File: config.mk
export PLATFORM = sky130hd
export DESIGN_NAME = listmode_event_stream_deframer_top_flat
export DESIGN_NICKNAME = d
export VERILOG_FILES = /design/src/hdl/ledf_pkg.sv /design/src/hdl/ledf_if.sv /design/src/hdl/ledf_cfg.sv /design/src/hdl/ledf_parse.sv /design/src/hdl/ledf_outreg.sv /design/src/hdl/listmode_event_stream_deframer_top.sv /design/src/flat_wrapper.sv
export SDC_FILE = /design/constraint.sdc
export NUM_CORES = 1
export LEC_CHECK = 0
export BUFFER_PORTS_ARGS = -buffer_cell sky130_fd_sc_hd__buf_2
export CORE_MARGIN = 4
export CORE_UTILIZATION = 59
export DETAILED_ROUTE_END_ITERATION = 16
export PLACE_DENSITY = 0.83
export SYNTH_ARGS = -nofsm -noshare
export SYNTH_HDL_FRONTEND = slang
export SYNTH_SLANG_ARGS = --single-unit
export TNS_END_PERCENT = 30
File: constraint.sdc
create_clock -name clk -period 23.2 [get_ports clk]
set_input_delay 0 -clock clk [delete_from_list [all_inputs] [get_ports clk]]
set_output_delay 0 -clock clk [all_outputs]
set_load 0.05 [all_outputs]
File: src/hdl/ledf_pkg.sv
// Shared types and constants for the list-mode event stream deframer.
package ledf_pkg;

  localparam logic [7:0]  FHW_RESET   = 8'd29;
  localparam logic [15:0] BTYPE_RESET = 16'h0002;
  localparam logic [7:0]  HDR_WORDS   = 8'd21;
  localparam logic [7:0]  PAD_WORDS   = 8'd4;
  localparam logic [15:0] EVENT_WORDS = 16'd3;

  localparam int KIND_BIT = 47;
  localparam int AMP_LSB  = 39;
  localparam int Y_LSB    = 29;
  localparam int X_LSB    = 19;

  localparam logic REG_FHW   = 1'b0;
  localparam logic REG_BTYPE = 1'b1;

  typedef enum logic [2:0] {
    PH_SKIP,
    PH_HEAD,
    PH_EVENT,
    PH_PAD,
    PH_STOP
  } phase_t;

  typedef struct packed {
    logic [7:0]  file_header_words;
    logic [15:0] expected_buffer_type;
  } cfg_t;

  typedef struct packed {
    logic        event_kind;
    logic [7:0]  amplitude;
    logic [9:0]  y_position;
    logic [9:0]  x_position;
    logic [18:0] event_stamp;
    logic [48:0] absolute_time;
    logic [7:0]  module_id;
    logic [7:0]  module_status;
    logic [47:0] param_zero;
    logic [47:0] param_one;
    logic [47:0] param_two;
    logic [47:0] param_three;
  } result_t;

  typedef struct packed {
    phase_t phase;
    logic   push;
  } status_t;

endpackage

File: src/hdl/ledf_if.sv
// Stream interfaces for the input words and the decoded events.
interface ledf_in_if;
  logic        valid;
  logic        ready;
  logic [15:0] word;

  modport source (output valid, output word, input ready);
  modport sink (input valid, input word, output ready);
endinterface

interface ledf_out_if;
  logic        valid;
  logic        ready;
  logic        event_kind;
  logic [7:0]  amplitude;
  logic [9:0]  y_position;
  logic [9:0]  x_position;
  logic [18:0] event_stamp;
  logic [48:0] absolute_time;
  logic [7:0]  module_id;
  logic [7:0]  module_status;
  logic [47:0] param_zero;
  logic [47:0] param_one;
  logic [47:0] param_two;
  logic [47:0] param_three;

  modport source (
    output valid, input ready,
    output event_kind, output amplitude, output y_position, output x_position,
    output event_stamp, output absolute_time, output module_id, output module_status,
    output param_zero, output param_one, output param_two, output param_three
  );
  modport sink (
    input valid, output ready,
    input event_kind, input amplitude, input y_position, input x_position,
    input event_stamp, input absolute_time, input module_id, input module_status,
    input param_zero, input param_one, input param_two, input param_three
  );
endinterface

File: src/hdl/ledf_cfg.sv
// APB-style register file holding the skip count and the expected buffer type.
module ledf_cfg (
  input  logic               clk,
  input  logic               rst_n,
  input  logic               psel,
  input  logic               penable,
  input  logic               pwrite,
  input  logic [2:0]         paddr,
  input  logic [31:0]        pwdata,
  output logic [31:0]        prdata,
  output logic               pready,
  output ledf_pkg::cfg_t     cfg
);

  logic [7:0]  fhw_r;
  logic [15:0] btype_r;
  logic        reg_idx;
  logic        wr_en;

  assign reg_idx = paddr[2];
  assign wr_en   = psel && penable && pwrite;
  assign pready  = 1'b1;

  always_ff @(posedge clk) begin
    if (!rst_n) begin
      fhw_r   <= ledf_pkg::FHW_RESET;
      btype_r <= ledf_pkg::BTYPE_RESET;
    end else if (wr_en) begin
      unique case (reg_idx)
        ledf_pkg::REG_FHW:   fhw_r   <= pwdata[7:0];
        ledf_pkg::REG_BTYPE: btype_r <= pwdata[15:0];
      endcase
    end
  end

  always_comb begin
    unique case (reg_idx)
      ledf_pkg::REG_FHW:   prdata = {24'd0, fhw_r};
      ledf_pkg::REG_BTYPE: prdata = {16'd0, btype_r};
    endcase
  end

  assign cfg.file_header_words    = fhw_r;
  assign cfg.expected_buffer_type = btype_r;

endmodule

File: src/hdl/ledf_parse.sv
// Word-by-word parser: file header skip, buffer header capture and event decode.
module ledf_parse (
  input  logic                 clk,
  input  logic                 rst_n,
  input  ledf_pkg::cfg_t       cfg,
  input  logic                 accept,
  input  logic [15:0]          word,
  output ledf_pkg::result_t    result,
  output ledf_pkg::status_t    status
);

  typedef enum logic [2:0] {
    HK_NONE,
    HK_LEN,
    HK_TYPE,
    HK_MOD,
    HK_LOW,
    HK_MID,
    HK_TIME,
    HK_PARAM
  } head_kind_t;

  ledf_pkg::phase_t phase_r, phase_nxt;
  logic [7:0]  word_count_r, word_count_nxt;
  logic [15:0] words_left_r, words_left_nxt;
  logic [15:0] buffer_length_r, buffer_length_nxt;
  logic [15:0] partial_low_r, partial_low_nxt;
  logic [15:0] partial_mid_r, partial_mid_nxt;
  logic [47:0] header_time_r;
  logic [7:0]  module_id_r;
  logic [7:0]  status_r;
  logic [47:0] header_params_r [4];

  logic        head_go;
  logic [7:0]  head_idx;
  logic [7:0]  head_cnt;
  head_kind_t  head_kind;
  logic [1:0]  param_idx;
  logic [47:0] joined;
  logic        len_we, mod_we, time_we, param_we;
  logic        push;
  logic [18:0] stamp;

  assign head_go  = (phase_r == ledf_pkg::PH_HEAD) ||
                    ((phase_r == ledf_pkg::PH_SKIP) &&
                     (word_count_r >= cfg.file_header_words));
  assign head_idx = (phase_r == ledf_pkg::PH_SKIP) ? 8'd0 : word_count_r;
  assign head_cnt = head_idx + 8'd1;
  assign joined   = {word, partial_mid_r, partial_low_r};

  always_comb begin
    param_idx = 2'd0;
    unique case (head_idx)
      8'd0:                                head_kind = HK_LEN;
      8'd1:                                head_kind = HK_TYPE;
      8'd5:                                head_kind = HK_MOD;
      8'd6, 8'd9, 8'd12, 8'd15, 8'd18:     head_kind = HK_LOW;
      8'd7, 8'd10, 8'd13, 8'd16, 8'd19:    head_kind = HK_MID;
      8'd8:                                head_kind = HK_TIME;
      8'd11: begin
        head_kind = HK_PARAM;
        param_idx = 2'd0;
      end
      8'd14: begin
        head_kind = HK_PARAM;
        param_idx = 2'd1;
      end
      8'd17: begin
        head_kind = HK_PARAM;
        param_idx = 2'd2;
      end
      8'd20: begin
        head_kind = HK_PARAM;
        param_idx = 2'd3;
      end
      default:                             head_kind = HK_NONE;
    endcase
  end

  // Next-state logic.
  always_comb begin
    phase_nxt         = phase_r;
    word_count_nxt    = word_count_r;
    words_left_nxt    = words_left_r;
    buffer_length_nxt = buffer_length_r;
    partial_low_nxt   = partial_low_r;
    partial_mid_nxt   = partial_mid_r;
    len_we            = 1'b0;
    mod_we            = 1'b0;
    time_we           = 1'b0;
    param_we          = 1'b0;
    if (accept) begin
      priority if (head_go) begin
        if ((head_kind == HK_TYPE) && (word != cfg.expected_buffer_type)) begin
          phase_nxt = ledf_pkg::PH_STOP;
        end else begin
          unique case (head_kind)
            HK_LEN: begin
              buffer_length_nxt = word;
              len_we            = 1'b1;
            end
            HK_MOD:   mod_we          = 1'b1;
            HK_LOW:   partial_low_nxt = word;
            HK_MID:   partial_mid_nxt = word;
            HK_TIME:  time_we         = 1'b1;
            HK_PARAM: param_we        = 1'b1;
            default:  ;
          endcase
          if (head_cnt >= ledf_pkg::HDR_WORDS) begin
            word_count_nxt = 8'd0;
            words_left_nxt = (buffer_length_r >= 16'(ledf_pkg::HDR_WORDS)) ?
                             buffer_length_r - 16'(ledf_pkg::HDR_WORDS) : 16'd0;
            phase_nxt      = (words_left_nxt >= ledf_pkg::EVENT_WORDS) ?
                             ledf_pkg::PH_EVENT : ledf_pkg::PH_PAD;
          end else begin
            word_count_nxt = head_cnt;
            phase_nxt      = ledf_pkg::PH_HEAD;
          end
        end
      end else if (phase_r == ledf_pkg::PH_SKIP) begin
        word_count_nxt = word_count_r + 8'd1;
      end else if (phase_r == ledf_pkg::PH_EVENT) begin
        unique case (word_count_r)
          8'd0: begin
            partial_low_nxt = word;
            word_count_nxt  = 8'd1;
          end
          8'd1: begin
            partial_mid_nxt = word;
            word_count_nxt  = 8'd2;
          end
          default: begin
            word_count_nxt = 8'd0;
            words_left_nxt = words_left_r - ledf_pkg::EVENT_WORDS;
            if (words_left_nxt < ledf_pkg::EVENT_WORDS) begin
              phase_nxt = ledf_pkg::PH_PAD;
            end
          end
        endcase
      end else if (phase_r == ledf_pkg::PH_PAD) begin
        if ((word_count_r + 8'd1) >= ledf_pkg::PAD_WORDS) begin
          word_count_nxt = 8'd0;
          phase_nxt      = ledf_pkg::PH_HEAD;
        end else begin
          word_count_nxt = word_count_r + 8'd1;
        end
      end else begin
        phase_nxt = phase_r;
      end
    end
  end

  // Result logic.
  always_comb begin
    push                 = accept && (phase_r == ledf_pkg::PH_EVENT) && (word_count_r == 8'd2);
    stamp                = joined[18:0];
    result.event_kind    = joined[ledf_pkg::KIND_BIT];
    result.amplitude     = joined[ledf_pkg::AMP_LSB +: 8];
    result.y_position    = joined[ledf_pkg::Y_LSB +: 10];
    result.x_position    = joined[ledf_pkg::X_LSB +: 10];
    result.event_stamp   = stamp;
    result.absolute_time = {1'b0, header_time_r} + {30'd0, stamp};
    result.module_id     = module_id_r;
    result.module_status = status_r;
    result.param_zero    = header_params_r[0];
    result.param_one     = header_params_r[1];
    result.param_two     = header_params_r[2];
    result.param_three   = header_params_r[3];
    status.phase         = phase_r;
    status.push          = push;
  end

  always_ff @(posedge clk) begin
    if (!rst_n) begin
      phase_r         <= ledf_pkg::PH_SKIP;
      word_count_r    <= 8'd0;
      words_left_r    <= 16'd0;
      buffer_length_r <= 16'd0;
      partial_low_r   <= 16'd0;
      partial_mid_r   <= 16'd0;
    end else begin
      phase_r         <= phase_nxt;
      word_count_r    <= word_count_nxt;
      words_left_r    <= words_left_nxt;
      buffer_length_r <= len_we ? buffer_length_nxt : buffer_length_r;
      partial_low_r   <= partial_low_nxt;
      partial_mid_r   <= partial_mid_nxt;
    end
  end

  always_ff @(posedge clk) begin
    if (mod_we) begin
      module_id_r <= word[15:8];
      status_r    <= word[7:0];
    end
    if (time_we) begin
      header_time_r <= joined;
    end
    if (param_we) begin
      header_params_r[param_idx] <= joined;
    end
  end

endmodule

File: src/hdl/ledf_outreg.sv
// Result register with a skid stage so that input words keep flowing under a stall until the skid stage fills.
module ledf_outreg (
  input  logic                 clk,
  input  logic                 rst_n,
  input  logic                 push,
  input  ledf_pkg::result_t    push_data,
  output logic                 in_ready,
  ledf_out_if.source           out_if
);

  logic               out_valid_r;
  logic               skid_valid_r;
  ledf_pkg::result_t  out_data_r;
  ledf_pkg::result_t  skid_data_r;
  logic               pop;

  assign pop      = out_valid_r && out_if.ready;
  assign in_ready = !skid_valid_r;

  always_ff @(posedge clk) begin
    if (!rst_n) begin
      out_valid_r  <= 1'b0;
      skid_valid_r <= 1'b0;
    end else begin
      priority if (skid_valid_r) begin
        if (pop) begin
          skid_valid_r <= 1'b0;
        end
      end else if (push) begin
        if (!out_valid_r || pop) begin
          out_valid_r <= 1'b1;
        end else begin
          skid_valid_r <= 1'b1;
        end
      end else if (pop) begin
        out_valid_r <= 1'b0;
      end
    end
  end

  always_ff @(posedge clk) begin
    priority if (skid_valid_r) begin
      if (pop) begin
        out_data_r <= skid_data_r;
      end
    end else if (push) begin
      if (!out_valid_r || pop) begin
        out_data_r <= push_data;
      end else begin
        skid_data_r <= push_data;
      end
    end
  end

  assign out_if.valid         = out_valid_r;
  assign out_if.event_kind    = out_data_r.event_kind;
  assign out_if.amplitude     = out_data_r.amplitude;
  assign out_if.y_position    = out_data_r.y_position;
  assign out_if.x_position    = out_data_r.x_position;
  assign out_if.event_stamp   = out_data_r.event_stamp;
  assign out_if.absolute_time = out_data_r.absolute_time;
  assign out_if.module_id     = out_data_r.module_id;
  assign out_if.module_status = out_data_r.module_status;
  assign out_if.param_zero    = out_data_r.param_zero;
  assign out_if.param_one     = out_data_r.param_one;
  assign out_if.param_two     = out_data_r.param_two;
  assign out_if.param_three   = out_data_r.param_three;

endmodule

File: src/hdl/listmode_event_stream_deframer_top.sv
// Top level of the list-mode event stream deframer.
//
//   Channel  Direction  Transfer                           Payload
//   in_if    sink       valid && ready                     word
//   out_if   source     valid && ready                     decoded event with header context
//   APB      slave      psel && penable && pwrite (write)  file_header_words, expected_buffer_type
//
// One stream word is taken every cycle while in_if.ready is high; the parser state is updated at the transfer.
// At the transfer of its third word an event is registered for out_if, or in the skid stage while out_if stalls.
// in_if.ready falls only while the skid stage holds a second pending event.
// Reset is synchronous; the configuration registers return to 29 and 2.
module listmode_event_stream_deframer_top (
  input  logic        clk,
  input  logic        rst_n,
  ledf_in_if.sink     in_if,
  ledf_out_if.source  out_if,
  input  logic        psel,
  input  logic        penable,
  input  logic        pwrite,
  input  logic [2:0]  paddr,
  input  logic [31:0] pwdata,
  output logic [31:0] prdata,
  output logic        pready
);

  ledf_pkg::cfg_t     cfg;
  ledf_pkg::result_t  result;
  ledf_pkg::status_t  status;
  logic               in_ready;
  logic               accept;

  assign in_if.ready = in_ready;
  assign accept      = in_if.valid && in_ready;

  ledf_cfg u_cfg (
    .clk     (clk),
    .rst_n   (rst_n),
    .psel    (psel),
    .penable (penable),
    .pwrite  (pwrite),
    .paddr   (paddr),
    .pwdata  (pwdata),
    .prdata  (prdata),
    .pready  (pready),
    .cfg     (cfg)
  );

  ledf_parse u_parse (
    .clk    (clk),
    .rst_n  (rst_n),
    .cfg    (cfg),
    .accept (accept),
    .word   (in_if.word),
    .result (result),
    .status (status)
  );

  ledf_outreg u_outreg (
    .clk       (clk),
    .rst_n     (rst_n),
    .push      (status.push),
    .push_data (result),
    .in_ready  (in_ready),
    .out_if    (out_if)
  );

`ifndef NO_ASSERTIONS
  a_ready_when_empty: assert property (@(posedge clk) disable iff (!rst_n)
    !out_if.valid |-> in_if.ready)
    else $error("input stalled with no pending event");

  a_stop_sticky: assert property (@(posedge clk) disable iff (!rst_n)
    (status.phase == ledf_pkg::PH_STOP) |=> (status.phase == ledf_pkg::PH_STOP))
    else $error("parser left the stopped state without reset");

  a_push_in_event: assert property (@(posedge clk) disable iff (!rst_n)
    status.push |-> (accept && (status.phase == ledf_pkg::PH_EVENT)))
    else $error("event produced outside the event phase");

  a_valid_from_transfer: assert property (@(posedge clk) disable iff (!rst_n)
    $rose(out_if.valid) |-> $past(accept))
    else $error("event appeared without an input transfer");
`endif

endmodule
File: src/flat_wrapper.sv
// flat-port wrapper written by rule: the top's interface ports become plain ports
module listmode_event_stream_deframer_top_flat 
  (clk, rst_n, psel, penable, pwrite, paddr, pwdata, prdata, pready, in_if_valid, in_if_word, in_if_ready, out_if_valid, out_if_ready, out_if_event_kind, out_if_amplitude, out_if_y_position, out_if_x_position, out_if_event_stamp, out_if_absolute_time, out_if_module_id, out_if_module_status, out_if_param_zero, out_if_param_one, out_if_param_two, out_if_param_three);
  ledf_in_if in_if_i ();
  ledf_out_if out_if_i ();
  input  logic clk;
  input  logic rst_n;
  input  logic psel;
  input  logic penable;
  input  logic pwrite;
  input  logic [2:0] paddr;
  input  logic [31:0] pwdata;
  output logic [31:0] prdata;
  output logic pready;
  input wire logic [$bits(in_if_i.valid)-1:0] in_if_valid;
  input wire logic [$bits(in_if_i.word)-1:0] in_if_word;
  output wire logic [$bits(in_if_i.ready)-1:0] in_if_ready;
  output wire logic [$bits(out_if_i.valid)-1:0] out_if_valid;
  input wire logic [$bits(out_if_i.ready)-1:0] out_if_ready;
  output wire logic [$bits(out_if_i.event_kind)-1:0] out_if_event_kind;
  output wire logic [$bits(out_if_i.amplitude)-1:0] out_if_amplitude;
  output wire logic [$bits(out_if_i.y_position)-1:0] out_if_y_position;
  output wire logic [$bits(out_if_i.x_position)-1:0] out_if_x_position;
  output wire logic [$bits(out_if_i.event_stamp)-1:0] out_if_event_stamp;
  output wire logic [$bits(out_if_i.absolute_time)-1:0] out_if_absolute_time;
  output wire logic [$bits(out_if_i.module_id)-1:0] out_if_module_id;
  output wire logic [$bits(out_if_i.module_status)-1:0] out_if_module_status;
  output wire logic [$bits(out_if_i.param_zero)-1:0] out_if_param_zero;
  output wire logic [$bits(out_if_i.param_one)-1:0] out_if_param_one;
  output wire logic [$bits(out_if_i.param_two)-1:0] out_if_param_two;
  output wire logic [$bits(out_if_i.param_three)-1:0] out_if_param_three;
  assign in_if_i.valid = in_if_valid;
  assign in_if_i.word = in_if_word;
  assign in_if_ready = in_if_i.ready;
  assign out_if_valid = out_if_i.valid;
  assign out_if_i.ready = out_if_ready;
  assign out_if_event_kind = out_if_i.event_kind;
  assign out_if_amplitude = out_if_i.amplitude;
  assign out_if_y_position = out_if_i.y_position;
  assign out_if_x_position = out_if_i.x_position;
  assign out_if_event_stamp = out_if_i.event_stamp;
  assign out_if_absolute_time = out_if_i.absolute_time;
  assign out_if_module_id = out_if_i.module_id;
  assign out_if_module_status = out_if_i.module_status;
  assign out_if_param_zero = out_if_i.param_zero;
  assign out_if_param_one = out_if_i.param_one;
  assign out_if_param_two = out_if_i.param_two;
  assign out_if_param_three = out_if_i.param_three;
  listmode_event_stream_deframer_top u_core (.clk(clk), .rst_n(rst_n), .in_if(in_if_i), .out_if(out_if_i), .psel(psel), .penable(penable), .pwrite(pwrite), .paddr(paddr), .pwdata(pwdata), .prdata(prdata), .pready(pready));
endmodule
==> impl_metrics.toml <==
[cts]
postCtsSetupRepairBufs = 0
cts_tree = "done"
ctsHoldBuffers = 49
cts.clk_slew.worst_paths_ns = 0.06
cts-resized-gates = 0
cts-root-buf = "clkbuf_16"
clkSinkCount = 967
cts_buffers = 94
htree_levels = 3
clk_latency_ns = 0.65
cts_buffer_depth = 3

[final_layout]
diodes = 0
nNetsFinal = 2831
seqCellArea_mm2 = 0.02803
layout_commonest_cell = "edfxtp_1"
drive_above_1_share_pct = 30.24
final_cell_mix = "866 x edfxtp_1, 361 x buf_2, 288 x mux2_2"
syn_to_final_growth_pct = 16.87
fill_cells = 3943
multiInputGateArea_mm2 = 0.009135

[grt]
grt_pass1_vias = 21167
grt_max_degree = 164
track_usage_pct = 24.56
gr-total-overflow = 0
grt_pass1_wl_mm = 126.8
antenna_found_initial = 3

[power_and_ir_drop]
ir_drop_v = 0.00006410
p_sw_share_pct = 19.68
power.share.sequential_pct = 53.6
internal_power_mw = 2.808
power.share.clock_pct = 45.0
p_switching_mw = 0.6881
p_leak_nw = 15.80
power_density_mw_per_mm2 = 79.28
combPwrFrac_pct = 1.4

[worst_setup_path]
cp.required_ns = 23.47
critPathCaptureType = "flip-flop"
arrival_ns = 4.84
reg2regPathDepth = 7
critPathBufInv = 3
critPathMaxStageDelay_ns = 0.83
startpoint_type = "flip-flop"
crit_fanout = 63
crit_type = "reg2reg"
cp_cell_sequence = "or2_2, nor3_1, nand4_1, inv_1, and2_4, buf_4, buf_4"
cp_top_family = "simple AND/OR/NAND/NOR gates"
cpMaxStageDelayCell = "and2_4"
crit_start = "u_core.u_parse.word_count_r[3]$_SDFFE_PN0P_"
worstSetupPathDepth = 7
r2r-start = "u_core.u_parse.word_count_r[3]$_SDFFE_PN0P_"
crit_top_cell = "buf_4"

[placement]
dp_hpwl_mm = 52.11
numPortBuffers = 362
gp_congestion = 0.8875

[logic_synthesis]
yosys_warnings = 0
synth_ff_type = "edfxtp_1"
ys_async_sr_fraction_pct = 0
synth_cells = 2298
yosysUniqueCellTypes = 80
ys_seq_area_share_pct = 74.28
syn_avg_cell_area_um2 = 16.42
synth-edff-count = 866
synth-seq-cells = 967
syn_area_mm2 = 0.03773

[hold_path]
hold_path_depth = 5
hold_class = "in2reg"
min_from = "psel"

[timing]
rsz0062_at_grt = "false"
tightest_slew_ns = 1.093
min_period_over_period_pct = 19.68
hold_slack_ns = 0.08565
finalSetupTns_ns = 0
fmax_mhz = 219.1
finClkSkew_ns = 0.02741
finalHoldViolations = 0
finalMaxSlewViolations = 0
setup_violations = 0
slew_headroom_pct = 27.13
min_period_ns = 4.565

[die]
die_x_um = 260.9
num_rows = 92
die_area_mm2 = 0.06806
core-area_mm2 = 0.06320
start_util_pct = 59.70
die_h_um = 260.9
io-pin-count = 398

[route]
firstDrtPassIters = 6
ant_nets = 0
dr.first_iter.drc_count = 2027
vias = 21398
post-route-drc-count = 0
via_per_inst = 5.851
wl_per_cell_um = 23.31
routed_wl_mm = 85.23

[status]
run_status = "completed"

[flow_run]
maxCapViolCount = 0
[final cells by class]
cell class | count | share of cell area [%]
sequential | 967 | 63.57
clock inverter | 59 | 1.683
inverter | 38 | 0.3235
multi-input combinational | 1198 | 20.72
clock buffer | 117 | 5.667
tap | 846 | 2.401
timing repair buffer | 432 | 5.641
[synthesized netlist by cell type (all sizes together), types with 7 or more instances]
| library cell | number | area, um^2 |
|---|---|---|
| and2 | 15 | 93.84 |
| o22ai | 8 | 50.05 |
| and3 | 10 | 62.56 |
| nor3 | 30 | 172.7 |
| nor2b | 28 | 175.2 |
| a21oi | 56 | 302.8 |
| nand4 | 21 | 137.6 |
| o21a | 11 | 82.58 |
| or3 | 7 | 43.79 |
| xor2 | 30 | 262.8 |
| dfxtp | 101 | 2022 |
| nand2 | 196 | 735.7 |
| inv | 38 | 142.6 |
| xnor2 | 44 | 385.4 |
| nor2 | 60 | 227.7 |
| edfxtp | 866 | 26000 |
| o211ai | 10 | 75.07 |
| o21ai | 59 | 302.8 |
| a2111oi | 7 | 61.31 |
| mux2 | 288 | 3243 |
| a31oi | 10 | 62.56 |
| mux2i | 51 | 510.5 |
| nand2b | 12 | 75.07 |
| a211oi | 9 | 67.56 |
| ha | 41 | 513.0 |
| buf | 43 | 274.0 |
| clkbuf | 67 | 252.7 |
| a21boi | 33 | 247.7 |
| nand3 | 32 | 160.2 |
| nor4 | 13 | 81.33 |
[sequential cells by signal, summed over array words and instances, names as in the netlist, 48 cells and up]
| register | cells |
|---|---|
| u_core.u_parse.header_params_r | 192 |
| u_core.u_outreg.out_if.param_zero | 48 |
| u_core.u_outreg.out_if.param_two | 48 |
| u_core.u_outreg.out_if.absolute_time | 49 |
| u_core.u_parse.header_time_r | 48 |
| u_core.u_outreg.out_if.param_one | 48 |
| u_core.u_outreg.out_if.param_three | 48 |
| u_core.u_outreg.skid_data_r | 305 |
[stage by stage]
stage / worst slack (ns) / cells / utilization (%) / instance area [um^2] / power, mW
finish: 18.64 / 3657 / 69.78 / 44090 / 3.496
global route: 18.31 / 3657 / 69.78 / 44090 / 3.601
CTS: 18.64 / 3657 / 69.78 / 44090 / 3.518
detailed placement: 18.67 / 3432 / 63.87 / 40360 / 1.955
global placement: 18.80 / 3432 / 63.87 / 40360 / 1.954
floorplan: 6.266 / 2313 / - / 37790 / 1.938
[power groups by stage]
stage	Combinational [mW]	Sequential [mW]	Clock, mW
after global routing	0.0531	1.87	1.67
after CTS	0.0490	1.87	1.60
after detailed placement	0.0435	1.91	0
final	0.0499	1.87	1.57
after floorplan	0.0271	1.91	0
after global placement	0.0426	1.91	0
[worst register-to-register path, stage by stage, from the launching register on]
cell and delay (ns):
dfxtp_1 0.55, or2_2 0.47, nor3_1 0.42, nand4_1 0.33, inv_1 0.20, and2_4 0.83, buf_4 0.68, buf_4 0.67
[cells by family after synthesis]
logic type / count (synthesis) / share of synthesized area, %
muxes: 339 / 9.949
AOI/OAI and AO/OA: 268 / 4.895
xor gates and xnor gates: 74 / 1.718
and+or+nand+nor: 458 / 5.949
buffers and inverters: 148 / 1.774
other: 2 / 0.01990
adders and majority gates: 42 / 1.413
DFF: 967 / 74.28
[metal layers]
| metal | global-route usage (%) | vias to the layer above | wire [um] |
|---|---|---|---|
| li1 | - | 9608 | - |
| met5 | 0 | - | 13 |
| met3 | 4.105 | 197 | 5495 |
| met4 | 9.274 | 2 | 3124 |
| met2 | 40.92 | 879 | 42440 |
| met1 | 32.87 | 10712 | 34160 |
[path summary, 6_finish.rpt]
check,endpoint,slack (ns)
worst max register to register,u_core.u_outreg.skid_data_r[161]$_DFFE_PP_,18.64
worst min-delay path,u_core.u_cfg.btype_r[3]$_SDFFE_PN0P_,0.09
worst max-delay path,u_core.u_outreg.skid_data_r[161]$_DFFE_PP_,18.64
worst min register to register,u_core.u_outreg.skid_data_r[197]$_DFFE_PP_,0.43
No activity file was read; power rests on OpenSTA's default activity.
